--- src/rtl/core/esutc_pkg.sv ---
`default_nettype none

package esutc_pkg;

  // Port widths.
  localparam int EpochWidth  = 41;
  localparam int YearWidth   = 16;
  localparam int MonthWidth  = 4;
  localparam int DayWidth    = 5;
  localparam int HourWidth   = 5;
  localparam int MinSecWidth = 6;

  // Number of valid bits from the input register to the result register.
  localparam int PipeDepth = 11;

  // Internal value widths.
  localparam int DaysWidth = 24;  // whole days, and days shifted to the March origin
  localparam int SodWidth  = 17;  // second of day
  localparam int EraWidth  = 7;   // 400-year eras since year 0
  localparam int DoeWidth  = 18;  // day of era
  localparam int YoeWidth  = 9;   // year of era
  localparam int DoyWidth  = 9;   // day of a March-based year
  localparam int RemWidth  = 12;  // second of hour

  // Calendar constants.
  localparam int SecsPerDay = 86400;
  localparam int DaysShift  = 719468;
  localparam int EraDays    = 146097;
  localparam int CentDays   = 36524;
  localparam int SecsPerHr  = 3600;

  // 86400 is 675 shifted left by 7, so the day split divides the upper bits by 675.
  localparam int SecSplit  = 7;
  localparam int SecHiW    = EpochWidth - 1 - SecSplit;
  localparam int SecDiv    = SecsPerDay >> SecSplit;
  localparam int DayShift  = SecHiW + 10;
  localparam logic [63:0] DayRecipFull =
    ((64'd1 << DayShift) + 64'(SecDiv - 1)) / 64'(SecDiv);
  localparam int DayRecipW = 34;
  localparam int DayRecipSplit = DayRecipW / 2;
  localparam logic [DayRecipSplit-1:0] DayRecipLo = DayRecipFull[DayRecipSplit-1:0];
  localparam logic [DayRecipSplit-1:0] DayRecipHi =
    DayRecipFull[DayRecipW-1:DayRecipSplit];

  // Day count to era: 24-bit dividend, divisor below 2**18.
  localparam int EraShift = 42;
  localparam logic [63:0] EraRecipFull =
    ((64'd1 << EraShift) + 64'(EraDays - 1)) / 64'(EraDays);
  localparam logic [24:0] EraRecip = EraRecipFull[24:0];

  // Second of day to hour: (sod >> 4) / 225.
  localparam int HourShift = 21;
  localparam logic [63:0] HourRecipFull = ((64'd1 << HourShift) + 64'd224) / 64'd225;
  localparam logic [13:0] HourRecip = HourRecipFull[13:0];

  // Second of hour to minute: (rem >> 2) / 15.
  localparam int MinShift = 14;
  localparam logic [63:0] MinRecipFull = ((64'd1 << MinShift) + 64'd14) / 64'd15;
  localparam logic [10:0] MinRecip = MinRecipFull[10:0];

  // Day of era over 1460: (doe >> 2) / 365.
  localparam int QuadShift = 25;
  localparam logic [63:0] QuadRecipFull = ((64'd1 << QuadShift) + 64'd364) / 64'd365;
  localparam logic [16:0] QuadRecip = QuadRecipFull[16:0];

  // Corrected day of era over 365.
  localparam int YearShift = 27;
  localparam logic [63:0] YearRecipFull = ((64'd1 << YearShift) + 64'd364) / 64'd365;
  localparam logic [18:0] YearRecip = YearRecipFull[18:0];

  // (5 * doy + 2) / 153.
  localparam int MonShift = 19;
  localparam logic [63:0] MonRecipFull = ((64'd1 << MonShift) + 64'd152) / 64'd153;
  localparam logic [11:0] MonRecip = MonRecipFull[11:0];

endpackage

`default_nettype wire

--- src/rtl/core/epoch_seconds_to_utc_datetime.sv ---
// Epoch seconds to UTC calendar date and time of day.
//
// The input channel takes one signed count of seconds since 1970-01-01 UTC.
// An item is taken at a rising clock edge where start_i is high and busy_o is
// low. busy_o is high only during reset and until the clock edge after it, so
// from then on an item can be taken in every cycle.
//
// Each item gives one result item: year, month, day, hour, minute and second,
// shown for one cycle with done_o high. The result for an item passes through
// the input register, stages 1 to 9 and the result register. Results leave in
// the order the items came in. A negative count gives a result of all zeros.
//
// The work runs through a fixed pipeline of eleven register stages: every
// division by a calendar constant is a multiply by a reciprocal, and most
// quotients feed the subtraction in the next stage. The throughput is one
// item per cycle.
//
// The receiver cannot stall; done_o is a one-cycle strobe. Reset clears the
// valid bits, so no result is shown for items caught in flight.

`default_nettype none

module epoch_seconds_to_utc_datetime
  import esutc_pkg::*;
(
  input  logic                         clk_i,
  input  logic                         rst_ni,
  input  logic                         start_i,
  output logic                         busy_o,
  input  logic signed [EpochWidth-1:0] seconds_since_epoch_i,
  output logic                         done_o,
  output logic [YearWidth-1:0]         cal_year_o,
  output logic [MonthWidth-1:0]        cal_month_o,
  output logic [DayWidth-1:0]          day_of_month_o,
  output logic [HourWidth-1:0]         hour_of_day_o,
  output logic [MinSecWidth-1:0]       minute_of_hour_o,
  output logic [MinSecWidth-1:0]       second_of_minute_o
);

  // Start of each March-based month, in days from March 1.
  function automatic logic [DoyWidth-1:0] month_start(input logic [3:0] mp);
    logic [DoyWidth-1:0] res;
    case (mp)
      4'd0:    res = 9'd0;
      4'd1:    res = 9'd31;
      4'd2:    res = 9'd61;
      4'd3:    res = 9'd92;
      4'd4:    res = 9'd122;
      4'd5:    res = 9'd153;
      4'd6:    res = 9'd184;
      4'd7:    res = 9'd214;
      4'd8:    res = 9'd245;
      4'd9:    res = 9'd275;
      4'd10:   res = 9'd306;
      4'd11:   res = 9'd337;
      default: res = 9'd0;
    endcase
    return res;
  endfunction

  localparam int PlW = SecHiW + DayRecipSplit;

  // Control.
  logic                 busy_q;
  logic [PipeDepth-1:0] vld_q, vld_d;
  logic                 accept;

  // Stage 0: input register.
  logic [EpochWidth-1:0] x_q;

  // Stage 1: partial products of the day split.
  logic                      s1_neg_q;
  logic [9:0]                s1_alow_q;
  logic [SecSplit-1:0]       s1_lo_q;
  logic [PlW-1:0]            s1_pl_q, s1_pl_d;
  logic [PlW-1:0]            s1_ph_q, s1_ph_d;

  // Stage 2: whole days.
  logic                 s2_neg_q;
  logic [9:0]           s2_alow_q;
  logic [SecSplit-1:0]  s2_lo_q;
  logic [DaysWidth-1:0] s2_days_q, s2_days_d;
  logic [66:0]          day_prod;

  // Stage 3: second of day and shifted day count.
  logic                 s3_neg_q;
  logic [SodWidth-1:0]  s3_sod_q, s3_sod_d;
  logic [DaysWidth-1:0] s3_z_q, s3_z_d;
  logic [33:0]          days_x675;

  // Stage 4: era and hour.
  logic                 s4_neg_q;
  logic [SodWidth-1:0]  s4_sod_q;
  logic [DaysWidth-1:0] s4_z_q;
  logic [EraWidth-1:0]  s4_era_q, s4_era_d;
  logic [HourWidth-1:0] s4_hour_q, s4_hour_d;
  logic [48:0]          era_prod;
  logic [26:0]          hour_prod;

  // Stage 5: day of era and second of hour.
  logic                 s5_neg_q;
  logic [EraWidth-1:0]  s5_era_q;
  logic [HourWidth-1:0] s5_hour_q;
  logic [DoeWidth-1:0]  s5_doe_q, s5_doe_d;
  logic [RemWidth-1:0]  s5_rem_q, s5_rem_d;
  logic [24:0]          era_days;
  logic [16:0]          hour_secs;

  // Stage 6: leap-corrected day of era and minute.
  logic                   s6_neg_q;
  logic [EraWidth-1:0]    s6_era_q;
  logic [HourWidth-1:0]   s6_hour_q;
  logic [DoeWidth-1:0]    s6_doe_q;
  logic [RemWidth-1:0]    s6_rem_q;
  logic [DoeWidth-1:0]    s6_t_q, s6_t_d;
  logic [MinSecWidth-1:0] s6_min_q, s6_min_d;
  logic [32:0]            quad_prod;
  logic [6:0]             quads;
  logic [2:0]             cents;
  logic                   last_day;
  logic [20:0]            min_prod;

  // Stage 7: year of era and second.
  logic                   s7_neg_q;
  logic [EraWidth-1:0]    s7_era_q;
  logic [HourWidth-1:0]   s7_hour_q;
  logic [MinSecWidth-1:0] s7_min_q;
  logic [DoeWidth-1:0]    s7_doe_q;
  logic [YoeWidth-1:0]    s7_yoe_q, s7_yoe_d;
  logic [MinSecWidth-1:0] s7_sec_q, s7_sec_d;
  logic [36:0]            yoe_prod;
  logic [11:0]            min_secs;

  // Stage 8: day of year.
  logic                   s8_neg_q;
  logic [EraWidth-1:0]    s8_era_q;
  logic [HourWidth-1:0]   s8_hour_q;
  logic [MinSecWidth-1:0] s8_min_q;
  logic [MinSecWidth-1:0] s8_sec_q;
  logic [YoeWidth-1:0]    s8_yoe_q;
  logic [DoyWidth-1:0]    s8_doy_q, s8_doy_d;
  logic [1:0]             yoe_cents;
  logic [DoeWidth-1:0]    year_days;

  // Stage 9: March-based month.
  logic                   s9_neg_q;
  logic [EraWidth-1:0]    s9_era_q;
  logic [HourWidth-1:0]   s9_hour_q;
  logic [MinSecWidth-1:0] s9_min_q;
  logic [MinSecWidth-1:0] s9_sec_q;
  logic [YoeWidth-1:0]    s9_yoe_q;
  logic [DoyWidth-1:0]    s9_doy_q;
  logic [3:0]             s9_mp_q, s9_mp_d;
  logic [10:0]            mp_arg;
  logic [22:0]            mp_prod;

  // Stage 10: result register.
  logic [YearWidth-1:0]   year_q, year_d;
  logic [MonthWidth-1:0]  month_q, month_d;
  logic [DayWidth-1:0]    day_q, day_d;
  logic [HourWidth-1:0]   hour_q, hour_d;
  logic [MinSecWidth-1:0] min_q, min_d;
  logic [MinSecWidth-1:0] sec_q, sec_d;
  logic [DoyWidth-1:0]    dom;
  logic [3:0]             month_calc;
  logic                   jan_feb;

  assign accept = start_i && !busy_q;
  assign vld_d  = {vld_q[PipeDepth-2:0], accept};

  always_ff @(posedge clk_i or negedge rst_ni) begin
    if (!rst_ni) begin
      busy_q <= 1'b1;
      vld_q  <= '0;
    end else begin
      busy_q <= 1'b0;
      vld_q  <= vld_d;
    end
  end

  always_comb begin
    // Stage 1: split the upper seconds over the two halves of the reciprocal of 675.
    s1_pl_d = PlW'(x_q[EpochWidth-2:SecSplit]) * PlW'(DayRecipLo);
    s1_ph_d = PlW'(x_q[EpochWidth-2:SecSplit]) * PlW'(DayRecipHi);

    // Stage 2: recombine; the quotient is the whole-day count.
    day_prod  = (67'(s1_ph_q) << DayRecipSplit) + 67'(s1_pl_q);
    s2_days_d = day_prod[DayShift +: DaysWidth];

    // Stage 3: the remainder by 675 stays below 1024, so ten bits carry it.
    days_x675 = 34'(s2_days_q) * 34'(SecDiv);
    s3_sod_d  = {s2_alow_q - days_x675[9:0], s2_lo_q};
    s3_z_d    = s2_days_q + DaysWidth'(DaysShift);

    // Stage 4.
    era_prod  = 49'(s3_z_q) * 49'(EraRecip);
    s4_era_d  = era_prod[EraShift +: EraWidth];
    hour_prod = 27'(s3_sod_q[SodWidth-1:4]) * 27'(HourRecip);
    s4_hour_d = hour_prod[HourShift +: HourWidth];

    // Stage 5.
    era_days  = 25'(s4_era_q) * 25'(EraDays);
    s5_doe_d  = s4_z_q[DoeWidth-1:0] - era_days[DoeWidth-1:0];
    hour_secs = 17'(s4_hour_q) * 17'(SecsPerHr);
    s5_rem_d  = s4_sod_q[RemWidth-1:0] - hour_secs[RemWidth-1:0];

    // Stage 6: remove the leap days so that every year of the era has 365 days.
    quad_prod = 33'(s5_doe_q[DoeWidth-1:2]) * 33'(QuadRecip);
    quads     = quad_prod[QuadShift +: 7];
    cents     = 3'(s5_doe_q >= DoeWidth'(CentDays)) +
                3'(s5_doe_q >= DoeWidth'(2 * CentDays)) +
                3'(s5_doe_q >= DoeWidth'(3 * CentDays)) +
                3'(s5_doe_q >= DoeWidth'(4 * CentDays));
    last_day  = (s5_doe_q == DoeWidth'(EraDays - 1));
    s6_t_d    = s5_doe_q - DoeWidth'(quads) + DoeWidth'(cents) - DoeWidth'(last_day);
    min_prod  = 21'(s5_rem_q[RemWidth-1:2]) * 21'(MinRecip);
    s6_min_d  = min_prod[MinShift +: MinSecWidth];

    // Stage 7.
    yoe_prod  = 37'(s6_t_q) * 37'(YearRecip);
    s7_yoe_d  = yoe_prod[YearShift +: YoeWidth];
    min_secs  = 12'(s6_min_q) * 12'd60;
    s7_sec_d  = s6_rem_q[MinSecWidth-1:0] - min_secs[MinSecWidth-1:0];

    // Stage 8: days before this year within the era.
    yoe_cents = 2'(s7_yoe_q >= 9'd100) + 2'(s7_yoe_q >= 9'd200) + 2'(s7_yoe_q >= 9'd300);
    year_days = DoeWidth'(s7_yoe_q) * DoeWidth'(365) + DoeWidth'(s7_yoe_q[YoeWidth-1:2])
                - DoeWidth'(yoe_cents);
    s8_doy_d  = s7_doe_q[DoyWidth-1:0] - year_days[DoyWidth-1:0];

    // Stage 9.
    mp_arg  = 11'(s8_doy_q) * 11'd5 + 11'd2;
    mp_prod = 23'(mp_arg) * 23'(MonRecip);
    s9_mp_d = mp_prod[MonShift +: 4];

    // Stage 10: the year starts in March, so January and February belong to the next one.
    dom        = s9_doy_q - month_start(s9_mp_q) + 9'd1;
    jan_feb    = (s9_mp_q >= 4'd10);
    month_calc = jan_feb ? s9_mp_q - 4'd9 : s9_mp_q + 4'd3;
    if (s9_neg_q) begin
      year_d  = '0;
      month_d = '0;
      day_d   = '0;
      hour_d  = '0;
      min_d   = '0;
      sec_d   = '0;
    end else begin
      year_d  = YearWidth'(s9_yoe_q) + YearWidth'(s9_era_q) * YearWidth'(400)
                + YearWidth'(jan_feb);
      month_d = month_calc;
      day_d   = dom[DayWidth-1:0];
      hour_d  = s9_hour_q;
      min_d   = s9_min_q;
      sec_d   = s9_sec_q;
    end
  end

  // Payload registers; the valid bits above say which stages hold an item.
  always_ff @(posedge clk_i) begin
    x_q <= $unsigned(seconds_since_epoch_i);

    s1_neg_q  <= x_q[EpochWidth-1];
    s1_alow_q <= x_q[SecSplit +: 10];
    s1_lo_q   <= x_q[SecSplit-1:0];
    s1_pl_q   <= s1_pl_d;
    s1_ph_q   <= s1_ph_d;

    s2_neg_q  <= s1_neg_q;
    s2_alow_q <= s1_alow_q;
    s2_lo_q   <= s1_lo_q;
    s2_days_q <= s2_days_d;

    s3_neg_q <= s2_neg_q;
    s3_sod_q <= s3_sod_d;
    s3_z_q   <= s3_z_d;

    s4_neg_q  <= s3_neg_q;
    s4_sod_q  <= s3_sod_q;
    s4_z_q    <= s3_z_q;
    s4_era_q  <= s4_era_d;
    s4_hour_q <= s4_hour_d;

    s5_neg_q  <= s4_neg_q;
    s5_era_q  <= s4_era_q;
    s5_hour_q <= s4_hour_q;
    s5_doe_q  <= s5_doe_d;
    s5_rem_q  <= s5_rem_d;

    s6_neg_q  <= s5_neg_q;
    s6_era_q  <= s5_era_q;
    s6_hour_q <= s5_hour_q;
    s6_doe_q  <= s5_doe_q;
    s6_rem_q  <= s5_rem_q;
    s6_t_q    <= s6_t_d;
    s6_min_q  <= s6_min_d;

    s7_neg_q  <= s6_neg_q;
    s7_era_q  <= s6_era_q;
    s7_hour_q <= s6_hour_q;
    s7_min_q  <= s6_min_q;
    s7_doe_q  <= s6_doe_q;
    s7_yoe_q  <= s7_yoe_d;
    s7_sec_q  <= s7_sec_d;

    s8_neg_q  <= s7_neg_q;
    s8_era_q  <= s7_era_q;
    s8_hour_q <= s7_hour_q;
    s8_min_q  <= s7_min_q;
    s8_sec_q  <= s7_sec_q;
    s8_yoe_q  <= s7_yoe_q;
    s8_doy_q  <= s8_doy_d;

    s9_neg_q  <= s8_neg_q;
    s9_era_q  <= s8_era_q;
    s9_hour_q <= s8_hour_q;
    s9_min_q  <= s8_min_q;
    s9_sec_q  <= s8_sec_q;
    s9_yoe_q  <= s8_yoe_q;
    s9_doy_q  <= s8_doy_q;
    s9_mp_q   <= s9_mp_d;

    year_q  <= year_d;
    month_q <= month_d;
    day_q   <= day_d;
    hour_q  <= hour_d;
    min_q   <= min_d;
    sec_q   <= sec_d;
  end

  assign busy_o             = busy_q;
  assign done_o             = vld_q[PipeDepth-1];
  assign cal_year_o         = year_q;
  assign cal_month_o        = month_q;
  assign day_of_month_o     = day_q;
  assign hour_of_day_o      = hour_q;
  assign minute_of_hour_o   = min_q;
  assign second_of_minute_o = sec_q;

endmodule

`default_nettype wire

--- config.mk ---
export PLATFORM = sky130hd
export DESIGN_NAME = epoch_seconds_to_utc_datetime
export DESIGN_NICKNAME = d
export VERILOG_FILES = /design/src/rtl/core/esutc_pkg.sv /design/src/rtl/core/epoch_seconds_to_utc_datetime.sv
export SDC_FILE = /design/constraint.sdc
export NUM_CORES = 2
export LEC_CHECK = 0
export ABC_AREA = 1
export BUFFER_PORTS_ARGS = -buffer_cell sky130_fd_sc_hd__buf_2
export CAP_MARGIN = 20
export CORE_ASPECT_RATIO = 0.75
export CORE_MARGIN = 8
export CORE_UTILIZATION = 65
export DETAILED_ROUTE_END_ITERATION = 6
export PLACE_DENSITY = 0.85
export SYNTH_ARGS = -nofsm -noshare
export SYNTH_HDL_FRONTEND = slang
export SYNTH_SLANG_ARGS = --single-unit
--- constraint.sdc ---
create_clock -name clk_i -period 15.9 [get_ports clk_i]
set_clock_uncertainty 0.15 [all_clocks]
set_input_delay 3.18 -clock clk_i [delete_from_list [all_inputs] [get_ports clk_i]]
set_output_delay 3.18 -clock clk_i [all_outputs]
set_load 0.02 [all_outputs]
# --- Word level (Yosys, flattened, before mapping) ---
# Memory sizes are Yosys's and may differ from the RTL's. A register that Yosys moved wholly into a read port is not among the register bits.
# Index checks and enable logic that the tools add are counted.
word_totals:
  memories: 1
  ff_bits: 561
  rom_bits: 144
  word_cells: 112
  in_bits: 44
classes:
  addsub: 24
  reduce_logical: 2
  muxes: 1
  multipliers: 15
  eq_ne: 1
  magnitude_cmp: 8
mem_list:
  columns: ["memory", "depth", "word_bits", "read_ports", "rd_ports_with_merged_regs", "wr", "line_no", "source"]
  rows:
  - ["(name not given)", 16, 9, 1, 1, 0, "epoch_seconds_to_utc_datetime.sv:43", "case (mp)"]
op_table:
  columns: ["operator", "count"]
  rows:
  - ["67-bit by 50-bit adder with 67-bit output", 1]
  - ["33-bit by 16-bit multiplier with 49-bit output, second input constant", 1]
  - ["24-bit by 24-bit multiplier with 48-bit output, second input constant", 1]
  - ["33-bit by 15-bit multiplier with 48-bit output, second input constant", 1]
  - ["18-bit by 17-bit greater-or-equal comparator with 1-bit output, second input constant", 2]
  - ["18-bit by 16-bit multiplier with 33-bit output, second input constant", 1]
  - ["16-bit by 16-bit multiplier with 31-bit output, second input constant", 1]
  - ["13-bit by 14-bit multiplier with 26-bit output, second input constant", 1]
  - ["24-bit by 20-bit adder with 24-bit output, second input constant", 1]
  - ["24-bit by 10-bit multiplier with 10-bit output, second input constant", 1]
  - ["11-bit by 12-bit multiplier with 23-bit output, second input constant", 1]
  - ["10-bit by 11-bit multiplier with 20-bit output, second input constant", 1]
  - ["18-bit by 3-bit adder with 18-bit output", 1]
  - ["18-bit == test, second input constant", 1]
  - ["18-bit by 16-bit greater-or-equal comparator with 1-bit output, second input constant", 1]
  - ["18-bit greater-or-equal comparator, second input constant", 1]
  - ["7-bit by 18-bit multiplier with 18-bit output, second input constant", 1]
  - ["18-bit by 1-bit subtractor with 18-bit output", 1]
  - ["18-bit subtractor", 1]
  - ["18-bit by 7-bit subtractor with 18-bit output", 1]
  - ["16-bit by 1-bit adder with 16-bit output", 1]
  - ["9-bit by 16-bit adder with 16-bit output", 1]
  - ["7-bit by 5-bit multiplier with 12-bit output, second input constant", 1]
  - ["12-bit subtractor", 1]
  - ["other kinds (25)", 26]

# --- Logic depth before layout (Yosys ltp) ---
logic_depth:
  ltp_word: 6
  mapped_depth: 36
  ltp_nobuf: 36

# --- Worst setup path after synthesis ---
# OpenSTA, ideal clock, no wires.
synth_path:
  kind: "reg-to-reg"
  from: "register s5_doe_q[7]"
  to: "register s6_t_q[12]"
  slack_ps: 8676
  setup_time_ps: 127
  arrival_time_ps: 6947
  required_ps: 15623
  stages_incl_launch_ff: 34
  cell_sequence: "dfxtp_1 > inv_1 > fa_1 > inv_1 > ha_1 > fa_1 > inv_1 > fa_1 > inv_1 > fa_1 > inv_1 > fa_1 > inv_1 > ha_1 > a21o_1 > a21oi_1 > o21ai_0 > nand2_1 > nand3_1 > nand2_1 > nand2_1 > fa_1 > fa_1 > inv_1 > fa_1 > inv_1 > fa_1 > nand3_1 > nand2_1 > nand2_1 > nand2_1 > a21boi_0 > o21ai_0 > xor2_1"
synth_via:
  elab_chain_len: 6
  elab_cells_between_ends: 12
  classes_between: "6 x add/sub; 1 x mul; 4 x order compare; 1 x eq/ne"
synth_lines:
  columns: ["element", "line_no", "source"]
  rows:
  - ["start, declared", "epoch_seconds_to_utc_datetime.sv:104", "logic [DoeWidth-1:0] s5_doe_q, s5_doe_d;"]
  - ["start signal, assigned", "epoch_seconds_to_utc_datetime.sv:286", "s5_doe_q <= s5_doe_d;"]
  - ["branches (longest 5 deep; another with 16-bit by 16-bit multiplier with 31-bit output)", null, null]
  - ["18-bit by 1-bit subtractor with 18-bit output *", "epoch_seconds_to_utc_datetime.sv:215", "s6_t_d = s5_doe_q - DoeWidth'(quads) + DoeWidth'(cents) - DoeWidth'(last_day);"]
  - ["via s6_t_d[12]", "epoch_seconds_to_utc_datetime.sv:115", "logic [DoeWidth-1:0] s6_t_q, s6_t_d;"]
  - ["end signal, assigned", "epoch_seconds_to_utc_datetime.sv:294", "s6_t_q <= s6_t_d;"]
  - ["end, declared", "epoch_seconds_to_utc_datetime.sv:115", null]
# Mark *: on every way through the listed nets, which the timed path passes.
# A chain may end at the register's enable or synchronous reset.

# --- Final worst setup path ---
# Ends and elaborated chain as after synthesis.

==> flow_summary.ini <==
[clock_tree]
clkLatencyLatePin_ns = 0.68
cts_tree = yes
cts_resized = 0
cts.clk_slew.worst_paths_ns = 0.07
htreeDepth = 2
cts_buffers = 59
post-cts-setup-buffers = 0
cts.sinks = 547
ctsLongestPathBuffers = 3
hold_buffers = 0
root_buffer = clkbuf_16

[worst_setup_path]
crit_top_cell = fa_1
arrival_ns = 8.56
crit_slowest_cell = dfxtp_1
worstPathRequired_ns = 16.30
max_stage_delay_ns = 0.79
cp.buffers_inverters = 8
rrSetupSlack_ns = 7.74
path_max_fanout = 14
crit_type = reg -> reg
end_kind = register
worst_setup_path_start_kind = register
crit_family = adder cells

[worst_hold_path]
hp-class = reg -> reg

[die]
die_h_um = 293
initial_utilization_pct = 65.7
num_rows = 101
die_x_um = 386
die-area_um2 = 113000
ios = 88
core_area_um2 = 101000

[synth]
ys_warn_count = 0
ys_types = 50
synthCells = 7820
syn_avg_cell_area_um2 = 8.52
syn_nets = 10000
ys_seq_area_share_pct = 16.5
async_flop_share_pct = 2.19
synthFlopType = dfxtp_1
ys_top_cells_by_area = ha_1 (26%), fa_1 (24%), dfxtp_1 (16%), inv_1 (11%), nand2_1 (7.6%)
synth_top_area_share_pct = 25.7
synth-seq-cells = 547
synth_area_um2 = 66600
synth_edf_count = 0
synth_top_area_cell = ha_1

[drt]
drc = 0
wirelength_mm = 175
viasPerCell = 5.51
final_antenna_net_count = 0
drtIter0Drc = 4214
wl_met1_mm = 79.0
routed-via-count = 51600
wl_per_cell_um = 18.7
met3_length_mm = 17.3
topRoutingLayerUsed = met4
firstDrtPassIters = 6
wl_met2_mm = 73.0

[final_layout]
drive_gt1_share_pct = 3.22
antenna_cells = 0
fillers = 8001
multi_input_area_um2 = 48400
final_util_pct = 69.8
syn_to_final_growth_pct = 6.23
register_area_um2 = 11000
fin_nets = 10200

[timing]
maxSlewHeadroom_pct = 26.7
post-route-period-util_pct = 51.3
finalSetupTns_ns = 0
hold_violations = 0
timing.fmax_mhz = 123
min_period_ns = 8.16
slew_viol_final = 0
fin_ws_ns = 7.74
rsz0062_at_grt = no
tightest_slew_ns = 1.09
setup_viol = 0

[global_routing]
antenna_found_initial = 0
grt_pass1_vias = 52800
grt_max_degree = 28
grt.total_usage_pct = 31.3
overflow = 0
grt_pass1_wl_mm = 282

[placement]
portBuffers = 87
gp_congestion = 1.03
preCtsSetupSlack_ns = 7.77
place_hpwl_mm = 152

[outcome]
outcome = completed

[run]
drv_cap = 0
## routing by layer
layer / global-route usage (%) / vias up
met5: 0 / -
met1: 44.9 / 24500
met4: 8.61 / 0
met2: 47.0 / 2050
li1: - / 24600
met3: 7.76 / 326
## layout by cell type (no fill, tap or decap), drive strengths merged, types with 13 or more instances in the layout
cell,instances
nand3,242
a21oi,367
o21ai,198
nor3,66
nand2,1369
nor4,13
buf,90
o21bai,29
inv,1925
a31oi,13
nand4,100
nor2,459
a21o,40
dfxtp,535
fa,809
xor2,131
xnor2,68
nand3b,18
clkinv,20
ha,1368
o21a,14
clkbuf,68
## cell type report
cell class / count / area share, %
multi-input combinational: 5353 / 68.4
clock buffer: 68 / 2.22
sequential: 547 / 15.6
clock inverter: 39 / 0.658
timing repair buffer: 90 / 0.647
tap: 1339 / 2.37
inverter: 1915 / 10.2
## cells in the mapped netlist, drive strengths merged (18+ instances only)
cell type	instances
inv	1915
a21oi	367
nand3	242
nand3b	18
a21o	40
xnor2	68
o21ai	198
nor2	459
xor2	131
ha	1368
nand2	1369
fa	809
nor3	66
nand4	100
o21bai	29
dfxtp	535
## worst paths after layout
path | start | cells past startpoint | endpoint
max | s5_doe_q[7]$_DFF_P_ | 33 | s6_t_q[12]$_DFF_P_
min | s6_hour_q[4]$_DFF_P_ | 0 | s7_hour_q[4]$_DFF_P_
max reg2reg | s5_doe_q[7]$_DFF_P_ | 33 | s6_t_q[12]$_DFF_P_
min reg2reg | s6_hour_q[4]$_DFF_P_ | 0 | s7_hour_q[4]$_DFF_P_
max in group asynchronous | rst_ni | 1 | busy_o$_DFF_PN1_
min in group asynchronous | rst_ni | 1 | vld_q[9]$_DFF_PN0_
## state kept, by name (all words and copies together), names as in the netlist, 16 cells and up, named ones only
register    flops
cal_year_o     16
s1_ph_q        47
s1_pl_q        31
s2_days_q      24
s3_sod_q       17
s3_z_q         24
s4_z_q         18
s5_doe_q       18
s6_t_q         18
x_q            41
## stage by stage
step | cell area, um2 | std cells | hold slack [ns]
final | 70700 | 9351 | 0.174
after global routing | 70700 | 9351 | 0.177
after CTS | 70700 | 9351 | 0.174
after detailed placement | 68700 | 9244 | 0.162
after global placement | 68700 | 9244 | 0.160
after floorplan | 66600 | 7820 | 0.160
## cell families after synthesis
| group | count (synthesis) | synth area share (%) |
|---|---|---|
| flops | 547 | 16.5 |
| other cells | 1 | 0.00563 |
| compound gates | 693 | 5.71 |
| fa+ha+maj | 2177 | 50.0 |
| buf+inv | 1920 | 10.8 |
| xor+xnor | 199 | 2.62 |
| simple gates | 2283 | 14.3 |
Power is not shown: default switching activity piles up to over one toggle a cycle in this logic, so the estimate is an artifact.
